[src/design/rce_pkg.sv]
// rce_pkg: shared widths, register reset values, register indexes and the
// front-to-back control record of the route cost evaluator.
// No dependencies.
package rce_pkg;

  localparam int unsigned AISLE_W  = 12;
  localparam int unsigned CAP_W    = 16;
  localparam int unsigned PF_W     = 8;
  localparam int unsigned CFG_W    = 16;
  localparam int unsigned CFG_IDX_W = 2;
  localparam int unsigned WEIGHT_W = 8;
  localparam int unsigned LOAD_W   = 24;
  localparam int unsigned PEN_W    = 32;

  localparam logic [AISLE_W-1:0] AISLE_RST = AISLE_W'(500);
  localparam logic [CAP_W-1:0]   CAP_RST   = CAP_W'(25);
  localparam logic [PF_W-1:0]    PF_RST    = PF_W'(10);

  typedef enum logic [CFG_IDX_W-1:0] {
    CFG_AISLE = 2'd0,
    CFG_CAP   = 2'd1,
    CFG_PF    = 2'd2
  } rce_cfg_idx_e;

  // Per-stop record handed from the front to the back
  typedef struct packed {
    logic              last;     // route ends with this stop
    logic              clr_pen;  // first stop or depot visit: penalty drops to zero
    logic              upd_pen;  // load over capacity: penalty = factor * excess
    logic [LOAD_W-1:0] excess;   // load minus capacity
  } rce_ctl_t;

endpackage

[src/design/route_cost_evaluator.sv]
// Channel   Handshake        Beat contents
// stops     push / full      stop_x_i, stop_y_i, stop_weight_i, last_stop_i
// results   pop / empty      route_cost_o, cost_saturated_o
// config    cfg_we_i         cfg_idx_i, cfg_data_i (no stall, no read-back)
//
// One stop per cycle sustained: the front takes a stop every cycle while the
// two-entry queue has room; the back consumes one queue entry per cycle.
// A route's result passes the queue, stage 1 and the result register.
// The back stalls only when a finished result waits and pop stays low; the
// queue then fills and full rises. Reset clears route state and restores
// register defaults; no clearing pass.
// Depends on rce_pkg, rce_front, rce_fifo, rce_back.
module route_cost_evaluator import rce_pkg::*; #(
  parameter int unsigned COORD_BITS = 12,
  parameter int unsigned COST_BITS  = 32
) (
  input  logic                  clk_i,
  input  logic                  rst_ni,
  input  logic                  push,
  output logic                  full,
  input  logic [COORD_BITS-1:0] stop_x_i,
  input  logic [COORD_BITS-1:0] stop_y_i,
  input  logic [WEIGHT_W-1:0]   stop_weight_i,
  input  logic                  last_stop_i,
  output logic                  empty,
  input  logic                  pop,
  output logic [COST_BITS-1:0]  route_cost_o,
  output logic                  cost_saturated_o,
  input  logic                  cfg_we_i,
  input  logic [CFG_IDX_W-1:0]  cfg_idx_i,
  input  logic [CFG_W-1:0]      cfg_data_i
);

  localparam int unsigned DSW    = COORD_BITS + 3;
  localparam int unsigned REC_W  = $bits(rce_ctl_t) + DSW;
  localparam int unsigned QDEPTH = 2;

  logic [AISLE_W-1:0] aisle_q;
  logic [CAP_W-1:0]   cap_q;
  logic [PF_W-1:0]    pf_q;

  logic               accept;
  rce_ctl_t           f_ctl, b_ctl;
  logic [DSW-1:0]     f_dist, b_dist;
  logic               q_valid, q_rd;

  always_ff @(posedge clk_i or negedge rst_ni) begin
    if (!rst_ni) begin
      aisle_q <= AISLE_RST;
      cap_q   <= CAP_RST;
      pf_q    <= PF_RST;
    end else if (cfg_we_i) begin
      case (cfg_idx_i)
        CFG_AISLE: aisle_q <= cfg_data_i[AISLE_W-1:0];
        CFG_CAP:   cap_q   <= cfg_data_i[CAP_W-1:0];
        CFG_PF:    pf_q    <= cfg_data_i[PF_W-1:0];
        default: ;
      endcase
    end
  end

  assign accept = push && !full;

  rce_front #(
    .COORD_BITS(COORD_BITS)
  ) u_front (
    .clk_i        (clk_i),
    .rst_ni       (rst_ni),
    .accept_i     (accept),
    .stop_x_i     (stop_x_i),
    .stop_y_i     (stop_y_i),
    .stop_weight_i(stop_weight_i),
    .last_stop_i  (last_stop_i),
    .aisle_i      (aisle_q),
    .cap_i        (cap_q),
    .ctl_o        (f_ctl),
    .dist_o       (f_dist)
  );

  rce_fifo #(
    .W    (REC_W),
    .DEPTH(QDEPTH)
  ) u_fifo (
    .clk_i  (clk_i),
    .rst_ni (rst_ni),
    .wr_i   (accept),
    .wdata_i({f_ctl, f_dist}),
    .rd_i   (q_rd),
    .rdata_o({b_ctl, b_dist}),
    .full_o (full),
    .valid_o(q_valid)
  );

  rce_back #(
    .COORD_BITS(COORD_BITS),
    .COST_BITS (COST_BITS)
  ) u_back (
    .clk_i           (clk_i),
    .rst_ni          (rst_ni),
    .q_valid_i       (q_valid),
    .ctl_i           (b_ctl),
    .dist_i          (b_dist),
    .pf_i            (pf_q),
    .q_rd_o          (q_rd),
    .pop_i           (pop),
    .empty_o         (empty),
    .route_cost_o    (route_cost_o),
    .cost_saturated_o(cost_saturated_o)
  );

endmodule

[src/design/rce_front.sv]
// rce_front: per-stop classification, load tracking and leg distances.
// Depends on rce_pkg.
module rce_front import rce_pkg::*; #(
  parameter int unsigned COORD_BITS = 12
) (
  input  logic                  clk_i,
  input  logic                  rst_ni,
  input  logic                  accept_i,
  input  logic [COORD_BITS-1:0] stop_x_i,
  input  logic [COORD_BITS-1:0] stop_y_i,
  input  logic [WEIGHT_W-1:0]   stop_weight_i,
  input  logic                  last_stop_i,
  input  logic [AISLE_W-1:0]    aisle_i,
  input  logic [CAP_W-1:0]      cap_i,
  output rce_ctl_t              ctl_o,
  output logic [COORD_BITS+2:0] dist_o
);

  localparam int unsigned CW = COORD_BITS;
  localparam int unsigned DW = CW + 2;
  localparam int unsigned SW = ((CW > AISLE_W) ? CW : AISLE_W) + 3;

  function automatic logic [DW-1:0] leg_dist(
    input logic [CW-1:0]      x1,
    input logic [CW-1:0]      y1,
    input logic [CW-1:0]      x2,
    input logic [CW-1:0]      y2,
    input logic [AISLE_W-1:0] aisle
  );
    logic [CW-1:0]        h;
    logic signed [SW-1:0] s;
    logic signed [SW-1:0] m;
    logic [CW:0]          v;
    h = (x1 > x2) ? (x1 - x2) : (x2 - x1);
    s = SW'(y1) + SW'(y2);
    m = SW'({aisle, 1'b0}) - s;
    if (h != '0) begin
      // different aisles: shorter detour over row 0 or the row limit
      if (m < s) begin
        v = (m < 0) ? '0 : m[CW:0];
      end else begin
        v = s[CW:0];
      end
    end else begin
      v = {1'b0, ((y1 > y2) ? (y1 - y2) : (y2 - y1))};
    end
    return DW'(h) + DW'(v);
  endfunction

  logic [CW-1:0]     prev_x_q, prev_x_d;
  logic [CW-1:0]     prev_y_q, prev_y_d;
  logic [LOAD_W-1:0] load_q, load_d;
  logic              first_q, first_d;

  logic [DW-1:0]     leg, ret_leg;
  logic [LOAD_W:0]   load_sum;
  logic [LOAD_W-1:0] load_sat;
  logic              at_depot;

  assign leg     = first_q ? leg_dist('0, '0, stop_x_i, stop_y_i, aisle_i)
                           : leg_dist(prev_x_q, prev_y_q, stop_x_i, stop_y_i, aisle_i);
  assign ret_leg = leg_dist(stop_x_i, stop_y_i, '0, '0, aisle_i);
  assign at_depot = (stop_x_i == '0) && (stop_y_i == '0);

  assign load_sum = {1'b0, load_q} + (LOAD_W+1)'(stop_weight_i);
  assign load_sat = load_sum[LOAD_W] ? '1 : load_sum[LOAD_W-1:0];

  always_comb begin
    ctl_o.last    = last_stop_i;
    ctl_o.clr_pen = 1'b0;
    ctl_o.upd_pen = 1'b0;
    ctl_o.excess  = load_sat - LOAD_W'(cap_i);
    load_d        = load_sat;
    if (first_q) begin
      ctl_o.clr_pen = 1'b1;
      load_d        = LOAD_W'(stop_weight_i);
    end else if (at_depot) begin
      ctl_o.clr_pen = 1'b1;
      load_d        = '0;
    end else begin
      ctl_o.upd_pen = load_sat > LOAD_W'(cap_i);
    end
    dist_o   = (DW+1)'(leg) + (last_stop_i ? (DW+1)'(ret_leg) : '0);
    prev_x_d = stop_x_i;
    prev_y_d = stop_y_i;
    first_d  = last_stop_i;
  end

  always_ff @(posedge clk_i or negedge rst_ni) begin
    if (!rst_ni) begin
      prev_x_q <= '0;
      prev_y_q <= '0;
      load_q   <= '0;
      first_q  <= 1'b1;
    end else if (accept_i) begin
      prev_x_q <= prev_x_d;
      prev_y_q <= prev_y_d;
      load_q   <= load_d;
      first_q  <= first_d;
    end
  end

endmodule

[src/design/rce_fifo.sv]
// rce_fifo: short queue between front and back.
// No dependencies.
module rce_fifo #(
  parameter int unsigned W     = 8,
  parameter int unsigned DEPTH = 2
) (
  input  logic         clk_i,
  input  logic         rst_ni,
  input  logic         wr_i,
  input  logic [W-1:0] wdata_i,
  input  logic         rd_i,
  output logic [W-1:0] rdata_o,
  output logic         full_o,
  output logic         valid_o
);

  localparam int unsigned PW = (DEPTH > 1) ? $clog2(DEPTH) : 1;
  localparam int unsigned CNT_W = $clog2(DEPTH + 1);

  logic [W-1:0]     mem_q [DEPTH];
  logic [PW-1:0]    wptr_q, rptr_q;
  logic [CNT_W-1:0] cnt_q, cnt_d;

  function automatic logic [PW-1:0] ptr_inc(input logic [PW-1:0] p);
    return (p == PW'(DEPTH - 1)) ? '0 : p + 1'b1;
  endfunction

  assign full_o  = (cnt_q == CNT_W'(DEPTH));
  assign valid_o = (cnt_q != '0);
  assign rdata_o = mem_q[rptr_q];

  always_comb begin
    cnt_d = cnt_q;
    if (wr_i && !rd_i) begin
      cnt_d = cnt_q + 1'b1;
    end else if (rd_i && !wr_i) begin
      cnt_d = cnt_q - 1'b1;
    end
  end

  always_ff @(posedge clk_i or negedge rst_ni) begin
    if (!rst_ni) begin
      wptr_q <= '0;
      rptr_q <= '0;
      cnt_q  <= '0;
    end else begin
      cnt_q <= cnt_d;
      if (wr_i) begin
        wptr_q <= ptr_inc(wptr_q);
      end
      if (rd_i) begin
        rptr_q <= ptr_inc(rptr_q);
      end
    end
  end

  always_ff @(posedge clk_i) begin
    if (wr_i) begin
      mem_q[wptr_q] <= wdata_i;
    end
  end

endmodule

[src/design/rce_back.sv]
// rce_back: penalty multiply, saturating cost accumulation and result register.
// Depends on rce_pkg.
module rce_back import rce_pkg::*; #(
  parameter int unsigned COORD_BITS = 12,
  parameter int unsigned COST_BITS  = 32
) (
  input  logic                  clk_i,
  input  logic                  rst_ni,
  input  logic                  q_valid_i,
  input  rce_ctl_t              ctl_i,
  input  logic [COORD_BITS+2:0] dist_i,
  input  logic [PF_W-1:0]       pf_i,
  output logic                  q_rd_o,
  input  logic                  pop_i,
  output logic                  empty_o,
  output logic [COST_BITS-1:0]  route_cost_o,
  output logic                  cost_saturated_o
);

  localparam int unsigned DSW = COORD_BITS + 3;
  localparam int unsigned AW  = ((COST_BITS > PEN_W + 1) ? COST_BITS : PEN_W + 1) + 1;

  // stage 1: item with its penalty
  logic                 s1_v_q;
  logic                 s1_last_q;
  logic [DSW-1:0]       s1_dist_q;
  logic [PEN_W-1:0]     pen_q, pen_d;

  logic [COST_BITS-1:0] total_q;
  logic                 clip_q;

  logic                 out_v_q;
  logic [COST_BITS-1:0] out_cost_q;
  logic                 out_sat_q;

  logic                 s1_adv, s1_ld;
  logic [AW-1:0]        sum;
  logic                 over;
  logic [COST_BITS-1:0] total_new;
  logic                 clip_new;

  assign s1_adv = s1_v_q && (!s1_last_q || !out_v_q || pop_i);
  assign s1_ld  = q_valid_i && (!s1_v_q || s1_adv);
  assign q_rd_o = s1_ld;

  always_comb begin
    pen_d = pen_q;
    if (ctl_i.clr_pen) begin
      pen_d = '0;
    end else if (ctl_i.upd_pen) begin
      pen_d = PEN_W'(pf_i) * PEN_W'(ctl_i.excess);
    end
  end

  assign sum       = AW'(total_q) + AW'(s1_dist_q) + AW'(pen_q);
  assign over      = sum > AW'({COST_BITS{1'b1}});
  assign total_new = over ? '1 : sum[COST_BITS-1:0];
  assign clip_new  = clip_q | over;

  always_ff @(posedge clk_i or negedge rst_ni) begin
    if (!rst_ni) begin
      s1_v_q    <= 1'b0;
      s1_last_q <= 1'b0;
      s1_dist_q <= '0;
      pen_q     <= '0;
      total_q   <= '0;
      clip_q    <= 1'b0;
      out_v_q   <= 1'b0;
    end else begin
      if (s1_ld) begin
        s1_v_q    <= 1'b1;
        s1_last_q <= ctl_i.last;
        s1_dist_q <= dist_i;
        pen_q     <= pen_d;
      end else if (s1_adv) begin
        s1_v_q <= 1'b0;
      end
      if (s1_adv) begin
        if (s1_last_q) begin
          total_q <= '0;
          clip_q  <= 1'b0;
        end else begin
          total_q <= total_new;
          clip_q  <= clip_new;
        end
      end
      if (s1_adv && s1_last_q) begin
        out_v_q <= 1'b1;
      end else if (pop_i) begin
        out_v_q <= 1'b0;
      end
    end
  end

  always_ff @(posedge clk_i) begin
    if (s1_adv && s1_last_q) begin
      out_cost_q <= total_new;
      out_sat_q  <= clip_new;
    end
  end

  assign empty_o          = !out_v_q;
  assign route_cost_o     = out_cost_q;
  assign cost_saturated_o = out_sat_q;

endmodule

[config.mk]
export PLATFORM = sky130hd
export DESIGN_NAME = route_cost_evaluator
export DESIGN_NICKNAME = d
export VERILOG_FILES = /design/src/design/rce_pkg.sv /design/src/design/route_cost_evaluator.sv /design/src/design/rce_front.sv /design/src/design/rce_fifo.sv /design/src/design/rce_back.sv
export SDC_FILE = /design/constraint.sdc
export NUM_CORES = 1
export LEC_CHECK = 0
export BUFFER_PORTS_ARGS = -buffer_cell sky130_fd_sc_hd__clkbuf_2
export CORE_MARGIN = 5
export CORE_UTILIZATION = 50
export CTS_BUF_LIST = sky130_fd_sc_hd__clkbuf_8
export DETAILED_ROUTE_END_ITERATION = 10
export PLACE_DENSITY_LB_ADDON = 0.25
export SLEW_MARGIN = 10
export SYNTH_ARGS = -nofsm -noshare
export SYNTH_HDL_FRONTEND = slang
export SYNTH_HIERARCHICAL = 1
export SYNTH_SLANG_ARGS = --single-unit
export TNS_END_PERCENT = 10
[constraint.sdc]
create_clock -name clk_i -period 17.5 [get_ports clk_i]
set_input_delay 0.875 -clock clk_i [delete_from_list [all_inputs] [get_ports clk_i]]
set_output_delay 0.875 -clock clk_i [all_outputs]
set_load 0.05 [all_outputs]
# Word-level counts from Yosys, hierarchy flattened
# Memories as Yosys holds them, arrays and structs flattened.
# Cells that the tools add are included.
dict set report word_totals {
  in_bits 56
  word_cells 126
  regBits 205
  mem_bits_rw 84
  memories 1
}
# name depth width read_ports rd_clocked_by_memory_dff write_ports line_no
set memory_table {}
lappend memory_table {u_fifo.mem_q 2 42 1 0 1 rce_fifo.sv:20} ;# logic [W-1:0] mem_q [DEPTH];
dict set report op_classes {
  magnitude_cmp 12
  mux 37
  n_bitwise 1
  addsub 21
  eq_ne 3
  reduce_logical 31
  n_mul 1
}
# operator count
set op_table {}
lappend op_table {{$mux W32} 4}
lappend op_table {{$mux W13} 7}
lappend op_table {{$mux W12} 6}
lappend op_table {{$mux W24} 3}
lappend op_table {{$sub A12 B12 Y12} 4}
lappend op_table {{$add A12 B13 Y14} 3}
lappend op_table {{$reduce_bool A12 Y1} 3}
lappend op_table {{$add A34 B32 Y34} 1}
lappend op_table {{$gt A34 B32 Y1 const B} 1}
lappend op_table {{$add A32 B15 Y33} 1}
lappend op_table {{$mul A8 B24 Y32} 1}
lappend op_table {{$mux W14} 2}
lappend op_table {{$add A24 B8 Y25} 1}
lappend op_table {{$gt A1 B12 Y1 const A} 2}
lappend op_table {{$gt A12 B1 Y1 const B} 2}
lappend op_table {{$gt A12 B12 Y1} 2}
lappend op_table {{$gt A24 B16 Y1} 1}
lappend op_table {{$logic_not A12 Y1} 2}
lappend op_table {{$sub A1 B12 Y12 const A} 2}
lappend op_table {{$sub A24 B16 Y24} 1}
lappend op_table {{$add A14 B15 Y15} 1}
lappend op_table {{$lt A15 B1 Y1 const B} 1}
lappend op_table {{$lt A15 B14 Y1} 1}
lappend op_table {{$lt A14 B1 Y1 const B} 1}
lappend op_table {{other kinds (18)} 53}

# Depth between registers and ports, before layout
dict set report depth {
  depth_word 9
  depth_mapped 41
  depth_no_buf 41
}

# Cells and area by module
# The synthesis kept the hierarchy.
# mod instances area_each_um2 seq_area_each_um2 cells_each
set by_module_without_submodules {}
lappend by_module_without_submodules {rce_back 1 12278.0 3067.9 1259}
lappend by_module_without_submodules {rce_front 1 10605.2 1227.4 1419}
lappend by_module_without_submodules {rce_fifo 1 3422.0 2622.5 147}
lappend by_module_without_submodules {route_cost_evaluator 1 1398.8 914.6 78}

# Worst setup path before layout
# No wires, ideal clock.
dict set report synth_timing {
  path_type {input to register}
  from {input port stop_y_i[0]}
  to {memory u_fifo/mem_q[0][14] (netlist bit) (data pin)}
  arrival_time_ps 7885
  cell_stages 38
  slack_ps 9358
  setup_time_ps 257
  path_cell_list {ha_1 > fa_1 > xnor2_1 > inv_1 > ha_1 > a21o_1 > a21oi_1 > o21bai_1 > o221a_2 > a311oi_1 > o311ai_1 > a31o_2 > maj3_1 > xnor2_1 > ha_1 > o211ai_2 > nand2_2 > mux2i_1 > [... 2 more ...] > a21oi_1 > nor2_1 > nor2_1 > o21bai_1 > a21oi_1 > o21bai_1 > a21oi_1 > o21bai_1 > a21oi_1 > xor2_1 > nor2_1 > a31o_2 > ha_1 > a21boi_0 > o21a_1 > o21ai_0 > nand2b_1 > a21o_1}
}
dict set report synth_via {
  elab_chain_cells 9
}
# item line_no
set synth_lines {}
lappend synth_lines {{start: declaration} route_cost_evaluator.sv:22} ;# input logic [COORD_BITS-1:0] stop_y_i,
lappend synth_lines {{$add A12 B12 Y13} rce_front.sv:35} ;# s = SW'(y1) + SW'(y2);
lappend synth_lines {{$sub A13 B13 Y14} rce_front.sv:36} ;# m = SW'({aisle, 1'b0}) - s;
lappend synth_lines {{$lt A15 B1 Y1} rce_front.sv:40} ;# v = (m < 0) ? '0 : m[CW:0];
lappend synth_lines {{$mux W13} rce_front.sv:40}
lappend synth_lines {{$mux W13} rce_front.sv:39} ;# if (m < s) begin
lappend synth_lines {{$mux W13} rce_front.sv:37} ;# if (h != '0) begin
lappend synth_lines {{$add A12 B13 Y14} rce_front.sv:47} ;# return DW'(h) + DW'(v);
lappend synth_lines {{$mux W14} rce_front.sv:60} ;# assign leg = first_q ? leg_dist('0, '0, stop_x_i, stop_y_i, aisle_i)
lappend synth_lines {{$add A14 B15 Y15 (*)} rce_front.sv:83} ;# dist_o = (DW+1)'(leg) + (last_stop_i ? (DW+1)'(ret_leg) : '0);
lappend synth_lines {{via f_dist[14]} route_cost_evaluator.sv:44} ;# logic [DSW-1:0] f_dist, b_dist;
lappend synth_lines {{end: declaration} rce_fifo.sv:20}
# The timed path passes the listed nets; every way through them passes the cells marked *.

# Worst setup path after layout
dict set report layout_timing {
  from {input port stop_y_i[1]}
  to {memory u_fifo/mem_q[0][14] (netlist bit) (data pin)}
}
# Same word-level chain as after synthesis.

==> results.sh <==
export IMPL_slew_viol_final=0
export IMPL_start_kind="input port"
export IMPL_finalSetupTns_ns=0
export IMPL_coreArea_mm2=0.0550
export IMPL_place_gp_congestion=0.965
export IMPL_async_flop_share=0.595
export IMPL_viasPerCell=5.64
export IMPL_drc=0
export IMPL_synth_ff_type="dfrtp_1"
export IMPL_finClkSkew_ns=0.0400
export IMPL_hp_class="input port to asynchronous set/reset pin"
export IMPL_max_freq_mhz=114
export IMPL_cts_resized=0
export IMPL_initial_core_util=0.504
export IMPL_die_area_mm2=0.0602
export IMPL_crit_slowest_cell="ha_1"
export IMPL_path_buf_inv=2
export IMPL_grt_pass1_vias=21300
export IMPL_final_cell_mix="inv_1, ha_1, nand2_1"
export IMPL_tightest_slew_ns=1.08
export IMPL_cts_root_buf="clkbuf_8"
export IMPL_cp_end_kind="register"
export IMPL_routed_wl_um=70800
export IMPL_synth_edf_count=117
export IMPL_final_hold_violation_count=0
export IMPL_antenna_found_initial=1
export IMPL_cts_sinks=289
export IMPL_synth_area_leader_cell="dfrtp_1"
export IMPL_cts_max_path_buffers=3
export IMPL_synthesis_nets=3387
export IMPL_fill_cells=4964
export IMPL_die_y_um=245
export IMPL_max_slew_margin_rel=0.274
export IMPL_htreeDepth=2
export IMPL_grt_max_degree=100
export IMPL_post_dp_hpwl_um=55400
export IMPL_grt_met1_usage=0.318
export IMPL_grt_util_all_layers=0.232
export IMPL_cts_buffers_inserted=53
export IMPL_portBuffers=90
export IMPL_cts_setup_buffers=0
export IMPL_synth_top_area_frac=0.145
export IMPL_min_period_ns=8.76
export IMPL_drv_cap=0
export IMPL_grt_busiest_layer="met2"
export IMPL_setup_violations=0
export IMPL_cp_top_family="compound AO/OA/AOI/OAI gates"
export IMPL_wl_per_cell_um=18.9
export IMPL_synth_warnings=6
export IMPL_rsz0062_at_grt="false"
export IMPL_regToRegStartpoint="u_front/prev_y_q[0]"
export IMPL_worstSkewPairLatency_ns=0.66
export IMPL_firstDrtPassIters=7
export IMPL_cts_tree="done"
export IMPL_grt_use_met3=0.0291
export IMPL_status="complete, no violations"
export IMPL_drt_iter0_drc=1278
export IMPL_period_share=0.501
export IMPL_cp_arrival_ns=9.14
export IMPL_syn_area_mm2=0.0277
export IMPL_path_max_fanout=12
export IMPL_vias=21100
export IMPL_synth_area_leaders="dfrtp_1, edfxtp_1, ha_1"
export IMPL_multi_input_area_mm2=0.0181
export IMPL_path_class="input port to register"
export IMPL_worstSetupPathDepth=41
export IMPL_ant_nets=0
export IMPL_drive_above_1_share=0.121
export IMPL_die_w_um=245
export IMPL_synth_cells=2903
export IMPL_regArea_mm2=0.00783
export IMPL_syn2layout_area_growth_pct=8.17
export IMPL_r2r_setup_slack_ns=8.81
export IMPL_grt_remaining_overflow=0
export IMPL_crit_required_ns=17.88
export IMPL_clkSlewWorstSetupHoldPaths_ns=0.07
export IMPL_synth_seq_cells=289
export IMPL_synth_seq_area_share=0.283
export IMPL_postSynthAreaPerCell_um2=9.54
export IMPL_crit_path_max_incr_delay_ns=0.37
export IMPL_row_count=86
export IMPL_use_met2=0.386
export IMPL_ctsHoldBuffers=0
export IMPL_grt_pass1_wl_um=114000
export IMPL_worstRegToRegCells=38
export IMPL_nets=3435
export IMPL_r2r_end="u_fifo/mem_q[0][14]"
export IMPL_final_common_cell="inv_1"
export IMPL_synth_cell_type_count=107
export IMPL_ios=91
worst register-to-register path, delay by kind of cell (launching register included):
kind,cells,cell delay (ns)
xor gates and xnor gates,3,0.64
DFF,1,0.42
buffers and inverters,1,0.12
and+or+nand+nor,3,0.36
muxes,1,0.16
adders and majority gates,7,2.19
AOI/OAI and AO/OA,23,4.53
metal layers:
layer	up-vias	routed length, um
met5	-	0
met4	0	2470
met3	117	3200
met2	530	33300
met1	10300	31800
li1	10100	-
cell families after synthesis:
family	count (synthesis)	share of synthesized area
buffers and inverters	444	0.0648
other	1	0.000135
AOI/OAI and AO/OA	671	0.167
xor gates and xnor gates	156	0.0493
adders and majority gates	430	0.238
and+or+nand+nor	793	0.146
DFF	289	0.283
muxes	119	0.0527
state kept, by name, indices dropped and copies added (netlist names):
| name | flops |
|---|---|
| u_front/load_q | 24 |
| cap_q | 16 |
| u_back/s1_v_q | 1 |
| u_back/route_cost_o | 32 |
| aisle_q | 12 |
| u_fifo/rptr_q | 1 |
| u_fifo/mem_q | 84 |
| u_back/total_q | 32 |
| u_front/first_q | 1 |
| u_fifo/wptr_q | 1 |
| pf_q | 8 |
| u_back/out_v_q | 1 |
| u_front/prev_x_q | 12 |
| u_back/cost_saturated_o | 1 |
| u_fifo/cnt_q | 2 |
| u_front/prev_y_q | 12 |
| u_back/s1_dist_q | 15 |
| u_back/pen_q | 32 |
| u_back/clip_q | 1 |
| u_back/s1_last_q | 1 |
layout make-up:
cell class	instances	area share
Tap cell	748	0.0312
Inverter	334	0.0418
Sequential cell	289	0.261
Multi-Input combinational cell	2170	0.605
Antenna cell	1	0.0000835
Timing Repair Buffer	103	0.0186
Clock inverter	43	0.0164
Clock buffer	56	0.0257
worst max path at each step:
stage                          endpoint   startpoint  slack [ns]
global route        u_fifo/mem_q[1][14]  stop_y_i[1]        7.92
detailed placement  u_fifo/mem_q[0][14]  stop_y_i[1]        8.10
CTS                 u_fifo/mem_q[1][14]  stop_y_i[1]        8.78
floorplan           u_fifo/mem_q[0][14]  stop_y_i[0]        9.36
finish              u_fifo/mem_q[0][14]  stop_y_i[1]        8.74
global placement    u_fifo/mem_q[0][14]  stop_y_i[1]        8.36
through the flow:
stage                     hold WS [ns]  cells   util  cell area, um2  worst slack (ns)
after floorplan                  0.447   2903      -           27700              9.36
after detailed placement         0.474   3644  0.522           28700              8.10
after global placement           0.465   3644  0.522           28700              8.36
after global routing             0.398   3744  0.545           30000              7.92
after CTS                        0.350   3743  0.545           30000              8.78
final                            0.305   3744  0.545           30000              8.74
synthesized netlist by cell type, types with 9 or more instances:
library cell  count
clkbuf_1         89
dfrtp_1         160
o31ai_1          16
a221o_1           9
fa_1            161
dfstp_2          12
mux2_2           54
or3_1             9
edfxtp_1        117
nand3_1          37
nand2_1         260
a22o_1           67
nor2_1          124
mux2_4           40
ha_1            267
or2_2            18
and2_1          167
nor2b_1          38
a31oi_1          15
and3_1           18
a31o_2           12
a21o_1           80
o22ai_1          19
a21oi_1         150
o21a_1           16
mux2i_1          24
nand4_1          19
xor2_1           48
a211oi_1         15
o211ai_1         10
nand2b_1         25
nor3_1           28
inv_1           333
o21ai_0         119
xnor2_1         108
o21bai_1         42
a21boi_0         19
Power is not shown: default switching activity piles up to over one toggle a cycle in this logic, so the estimate is an artifact.
